--- src/opvd_pkg.sv ---
// Shared types and constants of the OBD-II mode 01 value decoder.
package opvd_pkg;

  // Default number of fraction bits of the decoded value.
  localparam int FRACTION_BITS_DEF = 16;

  // Width of the signed decoded value on the result channel.
  localparam int VALUE_W = 37;

  // Service byte of a positive response to service 01.
  localparam logic [7:0] SERVICE_01_RESP = 8'h41;

  // Result status codes.
  typedef enum logic [2:0] {
    ST_OK      = 3'd0,
    ST_SHORT   = 3'd1,
    ST_SERVICE = 3'd2,
    ST_PID     = 3'd3,
    ST_UNUSED  = 3'd4,
    ST_SELECT  = 3'd5
  } status_e;

  // One de-hexed response and its quantity selector.
  typedef struct packed {
    logic [7:0] service_byte;
    logic [7:0] pid_code;
    logic [2:0] data_count;
    logic [7:0] byte_a;
    logic [7:0] byte_b;
    logic [7:0] byte_c;
    logic [7:0] byte_d;
    logic [1:0] opcode;
  } in_item_t;

  // One decoded value and its status.
  typedef struct packed {
    logic signed [VALUE_W-1:0] scaled_value;
    status_e                   status;
  } out_item_t;

endpackage

--- src/opvd_stream_if.sv ---
// Valid/ready stream interface used by both channels of the decoder.
interface opvd_stream_if #(
  parameter type payload_t = logic
);
  logic     valid;
  logic     ready;
  payload_t data;

  modport source (output valid, output data, input ready);
  modport sink (input valid, input data, output ready);
endinterface

--- src/obd2_pid_value_decoder.sv ---
// Top level: OBD-II service 01 PID scaling into a signed fixed-point value.
//
//   Channel  Dir  Payload      Transfer
//   in_i     in   in_item_t    in_i.valid && in_i.ready
//   out_o    out  out_item_t   out_o.valid && out_o.ready
//
// One response is taken per cycle unless out_o stalls; it moves through s1_q,
// s2_q and res_q. The path through the reciprocal multiplier of the last stage
// (31 by 32 bits) sets the cycle time. Reset clears the valid flags of the
// three stages only. While the result waits, the stages behind it keep filling,
// and in_i.ready drops only once all three stages hold an item.
module obd2_pid_value_decoder #(
  parameter int FRACTION_BITS = opvd_pkg::FRACTION_BITS_DEF
) (
  input  logic          clk_i,
  input  logic          rst_ni,
  opvd_stream_if.sink   in_i,
  opvd_stream_if.source out_o
);

  // Magnitude of raw*mul+add fits in 23 bits; the remainder term in 31 bits.
  localparam int MAG_W  = 23;
  localparam int N_W    = MAG_W + 2;
  localparam int V_W    = 31;
  localparam int M_W    = 32;
  localparam int PROD_W = V_W + M_W;
  localparam int A_W    = FRACTION_BITS + 1;
  localparam int SUM_W  = MAG_W + A_W;
  localparam int EXT_W  = (SUM_W + 1 > opvd_pkg::VALUE_W) ? SUM_W + 1 : opvd_pkg::VALUE_W;

  // Quotient and remainder of 2^FRACTION_BITS by each odd divisor factor.
  localparam logic [A_W-1:0] A_1   = A_W'(64'd1 << FRACTION_BITS);
  localparam logic [A_W-1:0] A_5   = A_W'((64'd1 << FRACTION_BITS) / 5);
  localparam logic [A_W-1:0] A_25  = A_W'((64'd1 << FRACTION_BITS) / 25);
  localparam logic [A_W-1:0] A_125 = A_W'((64'd1 << FRACTION_BITS) / 125);
  localparam logic [A_W-1:0] A_255 = A_W'((64'd1 << FRACTION_BITS) / 255);
  localparam logic [7:0] B_5   = 8'((64'd1 << FRACTION_BITS) % 5);
  localparam logic [7:0] B_25  = 8'((64'd1 << FRACTION_BITS) % 25);
  localparam logic [7:0] B_125 = 8'((64'd1 << FRACTION_BITS) % 125);
  localparam logic [7:0] B_255 = 8'((64'd1 << FRACTION_BITS) % 255);

  // Exact reciprocals for a V_W-bit dividend: floor(2^(V_W+L)/o) + 1, 2^L >= o.
  localparam logic [5:0] SH_5   = 6'(V_W + 3);
  localparam logic [5:0] SH_25  = 6'(V_W + 5);
  localparam logic [5:0] SH_125 = 6'(V_W + 7);
  localparam logic [5:0] SH_255 = 6'(V_W + 8);
  localparam logic [M_W-1:0] M_5   = M_W'(((64'd1 << (V_W + 3)) / 5) + 1);
  localparam logic [M_W-1:0] M_25  = M_W'(((64'd1 << (V_W + 5)) / 25) + 1);
  localparam logic [M_W-1:0] M_125 = M_W'(((64'd1 << (V_W + 7)) / 125) + 1);
  localparam logic [M_W-1:0] M_255 = M_W'(((64'd1 << (V_W + 8)) / 255) + 1);

  // Quantity selector codes and the unused-sensor marker.
  localparam logic [1:0] SEL_FIRST   = 2'd1;
  localparam logic [1:0] SEL_SECOND  = 2'd2;
  localparam logic [7:0] UNUSED_BYTE = 8'hFF;

  // Parameter identifiers.
  localparam logic [7:0] PID_ENGINE_LOAD   = 8'h04;
  localparam logic [7:0] PID_COOLANT       = 8'h05;
  localparam logic [7:0] PID_STFT1         = 8'h06;
  localparam logic [7:0] PID_LTFT1         = 8'h07;
  localparam logic [7:0] PID_STFT2         = 8'h08;
  localparam logic [7:0] PID_LTFT2         = 8'h09;
  localparam logic [7:0] PID_FUEL_PRESS    = 8'h0A;
  localparam logic [7:0] PID_MAP           = 8'h0B;
  localparam logic [7:0] PID_RPM           = 8'h0C;
  localparam logic [7:0] PID_SPEED         = 8'h0D;
  localparam logic [7:0] PID_INTAKE_TEMP   = 8'h0F;
  localparam logic [7:0] PID_MAF           = 8'h10;
  localparam logic [7:0] PID_THROTTLE      = 8'h11;
  localparam logic [7:0] PID_O2_NB_FIRST   = 8'h14;
  localparam logic [7:0] PID_O2_NB_LAST    = 8'h1B;
  localparam logic [7:0] PID_RUN_TIME      = 8'h1F;
  localparam logic [7:0] PID_MIL_DIST      = 8'h21;
  localparam logic [7:0] PID_RAIL_REL      = 8'h22;
  localparam logic [7:0] PID_RAIL_GAUGE    = 8'h23;
  localparam logic [7:0] PID_O2_WBV_FIRST  = 8'h24;
  localparam logic [7:0] PID_O2_WBV_LAST   = 8'h2B;
  localparam logic [7:0] PID_EGR_CMD       = 8'h2C;
  localparam logic [7:0] PID_EGR_ERR       = 8'h2D;
  localparam logic [7:0] PID_EVAP_PURGE    = 8'h2E;
  localparam logic [7:0] PID_FUEL_LEVEL    = 8'h2F;
  localparam logic [7:0] PID_WARMUPS       = 8'h30;
  localparam logic [7:0] PID_CLR_DIST      = 8'h31;
  localparam logic [7:0] PID_BARO          = 8'h33;
  localparam logic [7:0] PID_O2_WBI_FIRST  = 8'h34;
  localparam logic [7:0] PID_O2_WBI_LAST   = 8'h3B;
  localparam logic [7:0] PID_CAT_T11       = 8'h3C;
  localparam logic [7:0] PID_CAT_T21       = 8'h3D;
  localparam logic [7:0] PID_CAT_T12       = 8'h3E;
  localparam logic [7:0] PID_CAT_T22       = 8'h3F;
  localparam logic [7:0] PID_CMD_LAMBDA    = 8'h44;
  localparam logic [7:0] PID_REL_THROTTLE  = 8'h45;
  localparam logic [7:0] PID_AMBIENT       = 8'h46;
  localparam logic [7:0] PID_MIL_TIME      = 8'h4D;
  localparam logic [7:0] PID_CLR_TIME      = 8'h4E;
  localparam logic [7:0] PID_ETHANOL       = 8'h52;
  localparam logic [7:0] PID_REL_PEDAL     = 8'h5A;
  localparam logic [7:0] PID_HYBRID_BATT   = 8'h5B;
  localparam logic [7:0] PID_OIL_TEMP      = 8'h5C;
  localparam logic [7:0] PID_FUEL_RATE     = 8'h5E;
  localparam logic [7:0] PID_DEMAND_TORQUE = 8'h61;
  localparam logic [7:0] PID_ACTUAL_TORQUE = 8'h62;
  localparam logic [7:0] PID_REF_TORQUE    = 8'h63;

  // Divisors of the scaling formulas.
  typedef enum logic [3:0] {
    DIV_1, DIV_4, DIV_10, DIV_20, DIV_100, DIV_128,
    DIV_200, DIV_255, DIV_256, DIV_1000, DIV_65536
  } div_e;

  // Odd factor of a divisor; the rest is a power of two.
  typedef enum logic [2:0] {ODD_1, ODD_5, ODD_25, ODD_125, ODD_255} odd_e;

  typedef struct packed {
    odd_e        odd;
    logic [4:0]  shift;
    logic [15:0] half;
  } div_t;

  typedef struct packed {
    logic [MAG_W-1:0]  mag;
    logic              neg;
    div_t              dv;
    opvd_pkg::status_e status;
  } stage1_t;

  typedef struct packed {
    logic [SUM_W-1:0]  prod;
    logic [V_W-1:0]    rem;
    odd_e              odd;
    logic [4:0]        shift;
    logic              neg;
    opvd_pkg::status_e status;
  } stage2_t;

  // Odd factor, power-of-two shift and rounding half of each divisor.
  function automatic div_t div_cfg(input div_e dv);
    div_t r;
    case (dv)
      DIV_1:     r = '{odd: ODD_1,   shift: 5'd0,  half: 16'd0};
      DIV_4:     r = '{odd: ODD_1,   shift: 5'd2,  half: 16'd2};
      DIV_10:    r = '{odd: ODD_5,   shift: 5'd1,  half: 16'd5};
      DIV_20:    r = '{odd: ODD_5,   shift: 5'd2,  half: 16'd10};
      DIV_100:   r = '{odd: ODD_25,  shift: 5'd2,  half: 16'd50};
      DIV_128:   r = '{odd: ODD_1,   shift: 5'd7,  half: 16'd64};
      DIV_200:   r = '{odd: ODD_25,  shift: 5'd3,  half: 16'd100};
      DIV_255:   r = '{odd: ODD_255, shift: 5'd0,  half: 16'd127};
      DIV_256:   r = '{odd: ODD_1,   shift: 5'd8,  half: 16'd128};
      DIV_1000:  r = '{odd: ODD_125, shift: 5'd3,  half: 16'd500};
      DIV_65536: r = '{odd: ODD_1,   shift: 5'd16, half: 16'd32768};
      default:   r = '{odd: ODD_1,   shift: 5'd0,  half: 16'd0};
    endcase
    return r;
  endfunction

  // Stage handshake: a stage loads when it is empty or its successor moves.
  logic    v1_q, v2_q, vo_q;
  logic    rdy1, rdy2, rdy_o;
  stage1_t s1_d, s1_q;
  stage2_t s2_d, s2_q;
  opvd_pkg::out_item_t res_d, res_q;

  assign rdy_o = !vo_q || out_o.ready;
  assign rdy2  = !v2_q || rdy_o;
  assign rdy1  = !v1_q || rdy2;

  assign in_i.ready  = rdy1;
  assign out_o.valid = vo_q;
  assign out_o.data  = res_q;

  // Decode the PID into raw operand, factor, offset and divisor, and check it.
  logic [15:0]        raw;
  logic [6:0]         mul;
  logic signed [16:0] add;
  div_e               dsel;
  logic [2:0]         need;
  logic               multi, unused, known;
  logic [MAG_W-1:0]   prod_rm;
  logic signed [N_W-1:0] num;
  logic [15:0]        ab, cd;

  assign ab = {in_i.data.byte_a, in_i.data.byte_b};
  assign cd = {in_i.data.byte_c, in_i.data.byte_d};

  always_comb begin
    raw    = {8'd0, in_i.data.byte_a};
    mul    = 7'd1;
    add    = 17'sd0;
    dsel   = DIV_1;
    need   = 3'd1;
    multi  = 1'b0;
    unused = 1'b0;
    known  = 1'b1;
    case (in_i.data.pid_code)
      PID_ENGINE_LOAD, PID_THROTTLE, PID_EGR_CMD, PID_EVAP_PURGE, PID_FUEL_LEVEL,
      PID_REL_THROTTLE, PID_ETHANOL, PID_REL_PEDAL, PID_HYBRID_BATT: begin
        mul  = 7'd100;
        dsel = DIV_255;
      end
      PID_RUN_TIME, PID_MIL_DIST, PID_CLR_DIST, PID_MIL_TIME, PID_CLR_TIME,
      PID_REF_TORQUE: begin
        raw  = ab;
        need = 3'd2;
      end
      PID_COOLANT, PID_INTAKE_TEMP, PID_AMBIENT, PID_OIL_TEMP: begin
        add = -17'sd40;
      end
      PID_MAP, PID_SPEED, PID_WARMUPS, PID_BARO: begin
        raw = {8'd0, in_i.data.byte_a};
      end
      PID_STFT1, PID_LTFT1, PID_STFT2, PID_LTFT2, PID_EGR_ERR: begin
        mul  = 7'd100;
        add  = -17'sd12800;
        dsel = DIV_128;
      end
      PID_FUEL_PRESS: begin
        mul = 7'd3;
      end
      PID_RPM: begin
        raw  = ab;
        need = 3'd2;
        dsel = DIV_4;
      end
      PID_FUEL_RATE: begin
        raw  = ab;
        need = 3'd2;
        dsel = DIV_20;
      end
      PID_CAT_T11, PID_CAT_T21, PID_CAT_T12, PID_CAT_T22: begin
        raw  = ab;
        need = 3'd2;
        add  = -17'sd400;
        dsel = DIV_10;
      end
      PID_MAF: begin
        raw  = ab;
        need = 3'd2;
        dsel = DIV_100;
      end
      PID_DEMAND_TORQUE, PID_ACTUAL_TORQUE: begin
        add = -17'sd125;
      end
      PID_RAIL_REL: begin
        raw  = ab;
        need = 3'd2;
        mul  = 7'd79;
        dsel = DIV_1000;
      end
      PID_RAIL_GAUGE: begin
        raw  = ab;
        need = 3'd2;
        mul  = 7'd10;
      end
      PID_CMD_LAMBDA: begin
        raw  = ab;
        need = 3'd2;
        mul  = 7'd2;
        dsel = DIV_65536;
      end
      default: begin
        if (in_i.data.pid_code >= PID_O2_NB_FIRST && in_i.data.pid_code <= PID_O2_NB_LAST) begin
          // Narrow-band oxygen sensor: voltage or short-term trim.
          multi = 1'b1;
          if (in_i.data.opcode == SEL_FIRST) begin
            dsel = DIV_200;
          end else begin
            raw    = {8'd0, in_i.data.byte_b};
            need   = 3'd2;
            mul    = 7'd100;
            add    = -17'sd12800;
            dsel   = DIV_128;
            unused = (in_i.data.byte_b == UNUSED_BYTE);
          end
        end else if (in_i.data.pid_code >= PID_O2_WBV_FIRST &&
                     in_i.data.pid_code <= PID_O2_WBV_LAST) begin
          // Wide-band oxygen sensor: equivalence ratio or voltage.
          multi = 1'b1;
          dsel  = DIV_65536;
          if (in_i.data.opcode == SEL_FIRST) begin
            raw  = ab;
            need = 3'd2;
            mul  = 7'd2;
          end else begin
            raw  = cd;
            need = 3'd4;
            mul  = 7'd8;
          end
        end else if (in_i.data.pid_code >= PID_O2_WBI_FIRST &&
                     in_i.data.pid_code <= PID_O2_WBI_LAST) begin
          // Wide-band oxygen sensor: equivalence ratio or current.
          multi = 1'b1;
          if (in_i.data.opcode == SEL_FIRST) begin
            raw  = ab;
            need = 3'd2;
            mul  = 7'd2;
            dsel = DIV_65536;
          end else begin
            raw  = cd;
            need = 3'd4;
            add  = -17'sd32768;
            dsel = DIV_256;
          end
        end else begin
          known = 1'b0;
        end
      end
    endcase
  end

  // Numerator raw*mul+add, split into sign and magnitude, and the status.
  assign prod_rm = MAG_W'(raw) * MAG_W'(mul);
  assign num     = $signed({2'b00, prod_rm}) + N_W'(add);

  always_comb begin
    s1_d.neg = num[N_W-1];
    s1_d.mag = s1_d.neg ? MAG_W'(-num) : MAG_W'(num);
    s1_d.dv  = div_cfg(dsel);
    if (in_i.data.data_count == 3'd0) begin
      s1_d.status = opvd_pkg::ST_SHORT;
    end else if (in_i.data.service_byte != opvd_pkg::SERVICE_01_RESP) begin
      s1_d.status = opvd_pkg::ST_SERVICE;
    end else if (!known) begin
      s1_d.status = opvd_pkg::ST_PID;
    end else if (multi && in_i.data.opcode != SEL_FIRST && in_i.data.opcode != SEL_SECOND) begin
      s1_d.status = opvd_pkg::ST_SELECT;
    end else if (in_i.data.data_count < need) begin
      s1_d.status = opvd_pkg::ST_SHORT;
    end else if (unused) begin
      s1_d.status = opvd_pkg::ST_UNUSED;
    end else begin
      s1_d.status = opvd_pkg::ST_OK;
    end
  end

  // Split mag*2^F/o into mag*floor(2^F/o) and the remainder term mag*(2^F mod o).
  logic [A_W-1:0] a_sel;
  logic [7:0]     b_sel;

  always_comb begin
    case (s1_q.dv.odd)
      ODD_5:   begin a_sel = A_5;   b_sel = B_5;   end
      ODD_25:  begin a_sel = A_25;  b_sel = B_25;  end
      ODD_125: begin a_sel = A_125; b_sel = B_125; end
      ODD_255: begin a_sel = A_255; b_sel = B_255; end
      default: begin a_sel = A_1;   b_sel = 8'd0;  end
    endcase
    s2_d.prod   = SUM_W'(s1_q.mag) * SUM_W'(a_sel);
    s2_d.rem    = V_W'(s1_q.mag) * V_W'(b_sel) + V_W'(s1_q.dv.half);
    s2_d.odd    = s1_q.dv.odd;
    s2_d.shift  = s1_q.dv.shift;
    s2_d.neg    = s1_q.neg;
    s2_d.status = s1_q.status;
  end

  // Divide the remainder term by the odd factor, add, shift out the power of two.
  logic [M_W-1:0]    m_sel;
  logic [5:0]        sh_sel;
  logic [PROD_W-1:0] recip;
  logic [V_W-1:0]    quot;
  logic [SUM_W:0]    sum, q;
  logic [EXT_W-1:0]  q_ext, val;

  always_comb begin
    case (s2_q.odd)
      ODD_5:   begin m_sel = M_5;   sh_sel = SH_5;   end
      ODD_25:  begin m_sel = M_25;  sh_sel = SH_25;  end
      ODD_125: begin m_sel = M_125; sh_sel = SH_125; end
      ODD_255: begin m_sel = M_255; sh_sel = SH_255; end
      default: begin m_sel = '0;    sh_sel = 6'd0;   end
    endcase
    recip = (PROD_W'(s2_q.rem) * PROD_W'(m_sel)) >> sh_sel;
    quot  = (s2_q.odd == ODD_1) ? s2_q.rem : V_W'(recip);
    sum   = (SUM_W + 1)'(s2_q.prod) + (SUM_W + 1)'(quot);
    q     = sum >> s2_q.shift;
    q_ext = EXT_W'(q);
    val   = s2_q.neg ? -q_ext : q_ext;
    res_d.status       = s2_q.status;
    res_d.scaled_value = (s2_q.status == opvd_pkg::ST_OK) ?
                         $signed(val[opvd_pkg::VALUE_W-1:0]) : '0;
  end

  // Stage valid flags.
  always_ff @(posedge clk_i or negedge rst_ni) begin
    if (!rst_ni) begin
      v1_q <= 1'b0;
      v2_q <= 1'b0;
      vo_q <= 1'b0;
    end else begin
      if (rdy1) begin
        v1_q <= in_i.valid;
      end
      if (rdy2) begin
        v2_q <= v1_q;
      end
      if (rdy_o) begin
        vo_q <= v2_q;
      end
    end
  end

  // Stage payloads load only on a transfer into the stage.
  always_ff @(posedge clk_i) begin
    if (in_i.valid && rdy1) begin
      s1_q <= s1_d;
    end
    if (v1_q && rdy2) begin
      s2_q <= s2_d;
    end
    if (v2_q && rdy_o) begin
      res_q <= res_d;
    end
  end

endmodule

--- src/flat_wrapper.sv ---
// flat-port wrapper written by rule: the top's interface ports become plain ports
module obd2_pid_value_decoder_flat import opvd_pkg::*;
#(
  parameter int FRACTION_BITS = opvd_pkg::FRACTION_BITS_DEF
)
  (clk_i, rst_ni, in_i_valid, in_i_data, in_i_ready, out_o_valid, out_o_data, out_o_ready);
  opvd_stream_if #(.payload_t(in_item_t)) in_i_i ();
  opvd_stream_if #(.payload_t(out_item_t)) out_o_i ();
  input  logic clk_i;
  input  logic rst_ni;
  input wire logic [$bits(in_i_i.valid)-1:0] in_i_valid;
  input wire logic [$bits(in_i_i.data)-1:0] in_i_data;
  output wire logic [$bits(in_i_i.ready)-1:0] in_i_ready;
  output wire logic [$bits(out_o_i.valid)-1:0] out_o_valid;
  output wire logic [$bits(out_o_i.data)-1:0] out_o_data;
  input wire logic [$bits(out_o_i.ready)-1:0] out_o_ready;
  assign in_i_i.valid = in_i_valid;
  assign in_i_i.data = in_i_data;
  assign in_i_ready = in_i_i.ready;
  assign out_o_valid = out_o_i.valid;
  assign out_o_data = out_o_i.data;
  assign out_o_i.ready = out_o_ready;
  obd2_pid_value_decoder #(.FRACTION_BITS(FRACTION_BITS)) u_core (.clk_i(clk_i), .rst_ni(rst_ni), .in_i(in_i_i), .out_o(out_o_i));
endmodule
--- config.mk ---
export PLATFORM = sky130hd
export DESIGN_NAME = obd2_pid_value_decoder_flat
export DESIGN_NICKNAME = d
export VERILOG_FILES = /design/src/opvd_pkg.sv /design/src/opvd_stream_if.sv /design/src/obd2_pid_value_decoder.sv /design/src/flat_wrapper.sv
export SDC_FILE = /design/constraint.sdc
export NUM_CORES = 2
export LEC_CHECK = 0
export ABC_AREA = 1
export BUFFER_PORTS_ARGS = -buffer_cell sky130_fd_sc_hd__buf_2
export CAP_MARGIN = 10
export CORE_AREA = 3 3 312 344
export CTS_BUF_LIST = sky130_fd_sc_hd__clkbuf_8 sky130_fd_sc_hd__clkbuf_16
export CTS_CLUSTER_DIAMETER = 60
export CTS_CLUSTER_SIZE = 10
export DETAILED_ROUTE_END_ITERATION = 8
export DIE_AREA = 0 0 315 347
export HOLD_SLACK_MARGIN = 0.03
export PLACE_DENSITY = 0.72
export SYNTH_ARGS = -nofsm -noshare
export SYNTH_HDL_FRONTEND = slang
export SYNTH_SLANG_ARGS = --single-unit
--- constraint.sdc ---
create_clock -name clk_i -period 17.57 [get_ports clk_i]
set_input_delay 2.6355 -clock clk_i [delete_from_list [all_inputs] [get_ports clk_i]]
set_output_delay 2.6355 -clock clk_i [all_outputs]
set_load 0.03 [all_outputs]
# After elaboration in Yosys (flattened, before gate mapping)
# Memories as Yosys holds them, arrays and structs flattened. A register that Yosys moved wholly into a read port is not among the register bits.
# Cells that the tools add are included.
[totals]
regBits = 169
romBits = 288
input_bits = 57
n_memories = 1
[classes]
addsub = 5
mul = 4
n_lt_le_gt_ge = 7
eq_ne = 54
shift = 2
n_mux = 51
bitwise_logic = 1
reduce_logical = 31
[memory_table]
columns = ["name", "words", "width", "read_ports", "rd_clocked_by_memory_dff", "write_ports", "line_no", "source"]
rows = [
  ["(name not given)", 16, 18, 1, 1, 0, "obd2_pid_value_decoder.sv:140", "case (dv)"],
]
[ops]
columns = ["operator", "n"]
rows = [
  ["32-bit case mux with 4 select lines", 1],
  ["8-bit by 6-bit == test with 1-bit output, second input constant", 14],
  ["8-bit by 7-bit == test with 1-bit output, second input constant", 13],
  ["17-bit two-way mux", 5],
  ["17-bit case mux with 5 select lines", 1],
  ["17-bit case mux with 4 select lines", 1],
  ["16-bit two-way mux", 4],
  ["31-bit by 32-bit multiplier with 63-bit output", 1],
  ["63-bit by 6-bit right shift with 31-bit output", 1],
  ["8-bit by 4-bit == test with 1-bit output, second input constant", 7],
  ["7-bit case mux with 6 select lines", 1],
  ["40-bit by 31-bit adder with 41-bit output", 1],
  ["41-bit OR reduction", 1],
  ["41-bit by 5-bit right shift with 37-bit output", 1],
  ["23-bit by 17-bit multiplier with 40-bit output", 1],
  ["37-bit two-way mux", 1],
  ["37-bit negator", 1],
  ["4-bit case mux with 9 select lines", 1],
  ["8-bit by 3-bit == test with 1-bit output, second input constant", 4],
  ["16-bit case mux with 2 select lines", 1],
  ["31-bit by 16-bit adder with 31-bit output", 1],
  ["31-bit two-way mux", 1],
  ["23-bit by 6-bit multiplier with 29-bit output", 1],
  ["7-bit two-way mux", 4],
  ["42 further kinds", 87],
]

# Depth between registers and ports, before layout
[logic_depth]
ltp_word = 11
mapped_depth = 78
ltp_nobuf = 77

# Least setup slack after synthesis
# Ideal clock, no wire load.
[synth_path]
path_kind = "flip-flop to flip-flop"
startpoint = "register u_core.s2_q[9] in the netlist's numbering"
endpoint = "register u_core.res_q, in the netlist u_core.out_o.data[35], data pin"
setup_time_ns = 0.255
t_arrival_ns = 11.197
setup_slack_ns = 6.118
stages_incl_launch_ff = 65
n_path_buf = 4
period_less_slack_ns = 11.452
cell_sequence = "edfxtp_1 -> clkbuf_1 -> nor2_1 -> inv_1 -> nor2_1 -> clkbuf_1 -> nor2_1 -> clkbuf_1 -> clkbuf_1 -> nor2_1 -> fa_1 -> fa_1 -> inv_1 -> fa_1 -> fa_1 -> inv_1 -> fa_1 -> fa_1 -> [... 29 more ...] -> nand3_1 -> nand3_1 -> nand3_1 -> nand3_2 -> nand3_1 -> nand3_1 -> nand2_1 -> inv_1 -> ha_1 -> nand3_1 -> nor2_1 -> nand3_1 -> nand2_2 -> nand2_4 -> nor2_8 -> nand3_1 -> nand2_1 -> nor2_1"
[synth_via]
elab_chain_cells = 9
elab_cells_between_ends = 14
[synth_lines]
columns = ["item", "line_no", "source"]
rows = [
  ["from (decl)", "obd2_pid_value_decoder.sv:161", "stage2_t s2_d, s2_q;"],
  ["from (signal assigned)", "obd2_pid_value_decoder.sv:408", "s2_q <= s2_d;"],
  ["3-bit == test (tied with other cells)", "obd2_pid_value_decoder.sv:365", "case (s2_q.odd)"],
  ["32-bit case mux with 4 select lines", "obd2_pid_value_decoder.sv:365", ""],
  ["31-bit by 32-bit multiplier with 63-bit output", "obd2_pid_value_decoder.sv:372", "recip = (PROD_W'(s2_q.rem) * PROD_W'(m_sel)) >> sh_sel;"],
  ["63-bit by 6-bit right shift with 31-bit output", "obd2_pid_value_decoder.sv:372", ""],
  ["31-bit two-way mux *", "obd2_pid_value_decoder.sv:373", "quot = (s2_q.odd == ODD_1) ? s2_q.rem : V_W'(recip);"],
  ["40-bit by 31-bit adder with 41-bit output *", "obd2_pid_value_decoder.sv:374", "sum = (SUM_W + 1)'(s2_q.prod) + (SUM_W + 1)'(quot);"],
  ["41-bit by 5-bit right shift with 37-bit output *", "obd2_pid_value_decoder.sv:375", "q = sum >> s2_q.shift;"],
  ["37-bit negator", "obd2_pid_value_decoder.sv:377", "val = s2_q.neg ? -q_ext : q_ext;"],
  ["37-bit two-way mux *", "obd2_pid_value_decoder.sv:377", ""],
  ["to (signal assigned)", "obd2_pid_value_decoder.sv:411", "res_q <= res_d;"],
  ["to (decl)", "obd2_pid_value_decoder.sv:162", "opvd_pkg::out_item_t res_d, res_q;"],
]
# Every way passes the cells marked *; elsewhere a longest branch is shown, timed or not.
# A chain may end at the register's enable or synchronous reset.

# Worst setup path in the final report
[layout_path]
startpoint = "register u_core.s2_q[10] in the netlist's numbering"
endpoint = "register u_core.res_q, in the netlist u_core.out_o.data[15], data pin"
# The elaborated chain is that of the path after synthesis.

==> flow_summary.json <==
{
  "status": "finished, final reports clean",
  "wl_per_cell_um": 23.4,
  "fin_crit_ps": 15320,
  "cp_top_family": "simple AND/OR/NAND/NOR gates",
  "hpwl_um": 183000,
  "syn_avg_cell_area_um2": 7.85,
  "worstSetupPathType": "reg -> reg",
  "n_fill_cell": 9614,
  "critPathRequiredTime_ps": 17830,
  "drive_gt1_share_pct": 5.32,
  "io_pins": 99,
  "post_cts_resized": 0,
  "design_area_um2": 62800,
  "ys_seq_area_share_pct": 8.41,
  "netlist_area_um2": 60200,
  "timing.final.hold_violations": 0,
  "cts_tree": "done",
  "tightest_slew_ps": 1200,
  "ys.flop_type": "edfxtp_1",
  "synth-seq-cells": 169,
  "cp_slowest_cell": "edfxtp_1",
  "synth.distinct_cells": 72,
  "dpl_cell_area_um2": 62200,
  "drt_pass1_iterations": 6,
  "final.setup.tns_ps": 0,
  "cp-start-kind": "register",
  "holdBufCountCts": 0,
  "synth_top_area_share_pct": 32.7,
  "drt-initial-drc-count": 4676,
  "htree_levels": 4,
  "placementRows": 124,
  "hold_path_class": "reg -> reg",
  "grt_max_degree": 69,
  "fp.dieArea_um2": 109000,
  "crit_fanout": 22,
  "holdWs_ps": 413,
  "post_drt_via_cell_ratio": 5.70,
  "port_buffers": 98,
  "fp.dieW_um": 315,
  "worstSkewPairLatency_ps": 470,
  "slowest_delay_ps": 900,
  "routed_wl_um": 212000,
  "drc": 0,
  "slew_headroom_pct": 19.0,
  "rsz0062_at_grt": "false",
  "globalRouteOverflowTotal": 0,
  "netlist_instances": 7664,
  "path_buf_inv": 12,
  "post_cts_buffers": 0,
  "period_share_pct": 87.2,
  "cap_violations": 0,
  "grt_pass1_vias": 53900,
  "yosysWarnings": 0,
  "core_region_area_um2": 104000,
  "area_delta_synth_final_pct": 4.33,
  "grtUsageTotal_pct": 39.3,
  "synth_largest_area_cell": "fa_1",
  "synth_edf_count": 166,
  "setup-violations-final": 0,
  "async_flop_share_pct": 1.78,
  "cts_buffer_depth": 2,
  "clk_pin_slew_ps": 90,
  "nets": 9499,
  "end_kind": "register",
  "dr_total_vias": 51700,
  "antenna_found_initial": 5,
  "post-synth-top-count-cell": "inv_1",
  "synth_common_cells": "inv_1 (1796), nand2_1 (1207), fa_1 (982)",
  "slew_violations": 0,
  "gp_congestion": 1.07,
  "die_h_um": 347,
  "skew_ps": 24.9,
  "cts_buffers": 17,
  "start_util_pct": 57.8,
  "ant_nets": 0,
  "max_freq_mhz": 65.3,
  "arrival_ps": 15590,
  "grt_pass1_wl_um": 321000,
  "synth.area.top_cells": "fa_1 (33%), ha_1 (16%), inv_1 (11%)",
  "cp_common_cell": "nand2_1",
  "clock-root-buffer": "clkbuf_16",
  "cts_sinks": 169
}
area by class of cell:
type / count / area [um2] / area share [%]
Multi-Input combinational cell: 5489 / 47600 / 75.8
Inverter: 1839 / 6900 / 11.0
Sequential cell: 169 / 5060 / 8.06
Tap cell: 1386 / 1730 / 2.76
Timing Repair Buffer: 153 / 903 / 1.44
Clock buffer: 17 / 425 / 0.678
Clock inverter: 15 / 173 / 0.275
Antenna cell: 2 / 5.00 / 0.00797
metal layers:
layer / up-vias / routed length, um / global-route usage, %
met3: 675 / 15400 / 6.36
met4: 6 / 18600 / 27.7
met1: 25000 / 77400 / 46.0
met5: - / 39 / 0
met2: 2359 / 101000 / 65.9
li1: 23700 / - / -
logic make-up (layout without fill, tap and decap cells):
family	after synthesis	count (layout)	share of synthesized area [%]
buffers and inverters	2013	2024	12.6
AO/OA/AOI/OAI	688	688	6.55
AND/OR/NAND/NOR	2805	2805	20.1
multiplexers	3	3	0.0499
flip-flops	169	169	8.41
XOR/XNOR	211	211	3.07
adder cells (fa/ha/maj)	1773	1773	49.1
other	2	11	0.0125
layout by cell type (no fill, tap or decap), drive strengths merged, types with 16 or more instances in the layout:
cell / count
o211ai: 34
xnor2: 72
nand3: 522
buf: 153
o21bai: 20
ha: 791
or2: 26
fa: 982
nand2: 1273
o22ai: 18
o21ai: 237
edfxtp: 166
a21oi: 276
nor3: 40
nor2: 863
clkbuf: 17
clkinv: 34
inv: 1820
xor2: 139
a31oi: 16
nand4: 52
stage by stage:
stage / util [%] / instances / worst slack [ps]
after floorplan: - / 7671 / 6120
after global placement: 59.7 / 9036 / 2830
after detailed placement: 59.7 / 9036 / 2690
after CTS: 60.3 / 9068 / 2660
after global routing: 60.3 / 9069 / 1570
final: 60.3 / 9070 / 2250
path summary, 6_finish.rpt:
kind | startpoint | endpoint | slack [ps] | cells after the start
max | u_core.s2_q[10] | u_core.out_o.data[15] | 2250 | 63
min | u_core.s1_q[21] | u_core.s2_q[6] | 410 | 0
min in group asynchronous | rst_ni | u_core.v2_q | 1940 | 1
max in group asynchronous | rst_ni | u_core.v1_q | 15510 | 1
max reg2reg | u_core.s2_q[10] | u_core.out_o.data[15] | 2250 | 63
min reg2reg | u_core.s1_q[21] | u_core.s2_q[6] | 410 | 0
sequential cells by signal, indices dropped and copies added, names as in the netlist:
name	count
u_core.res_d	3
u_core.out_o.valid	1
u_core.v2_q	1
u_core.s1_q	44
u_core.s2_q	79
u_core.out_o.data	40
u_core.v1_q	1
Power is not shown: default switching activity piles up to over one toggle a cycle in this logic, so the estimate is an artifact.
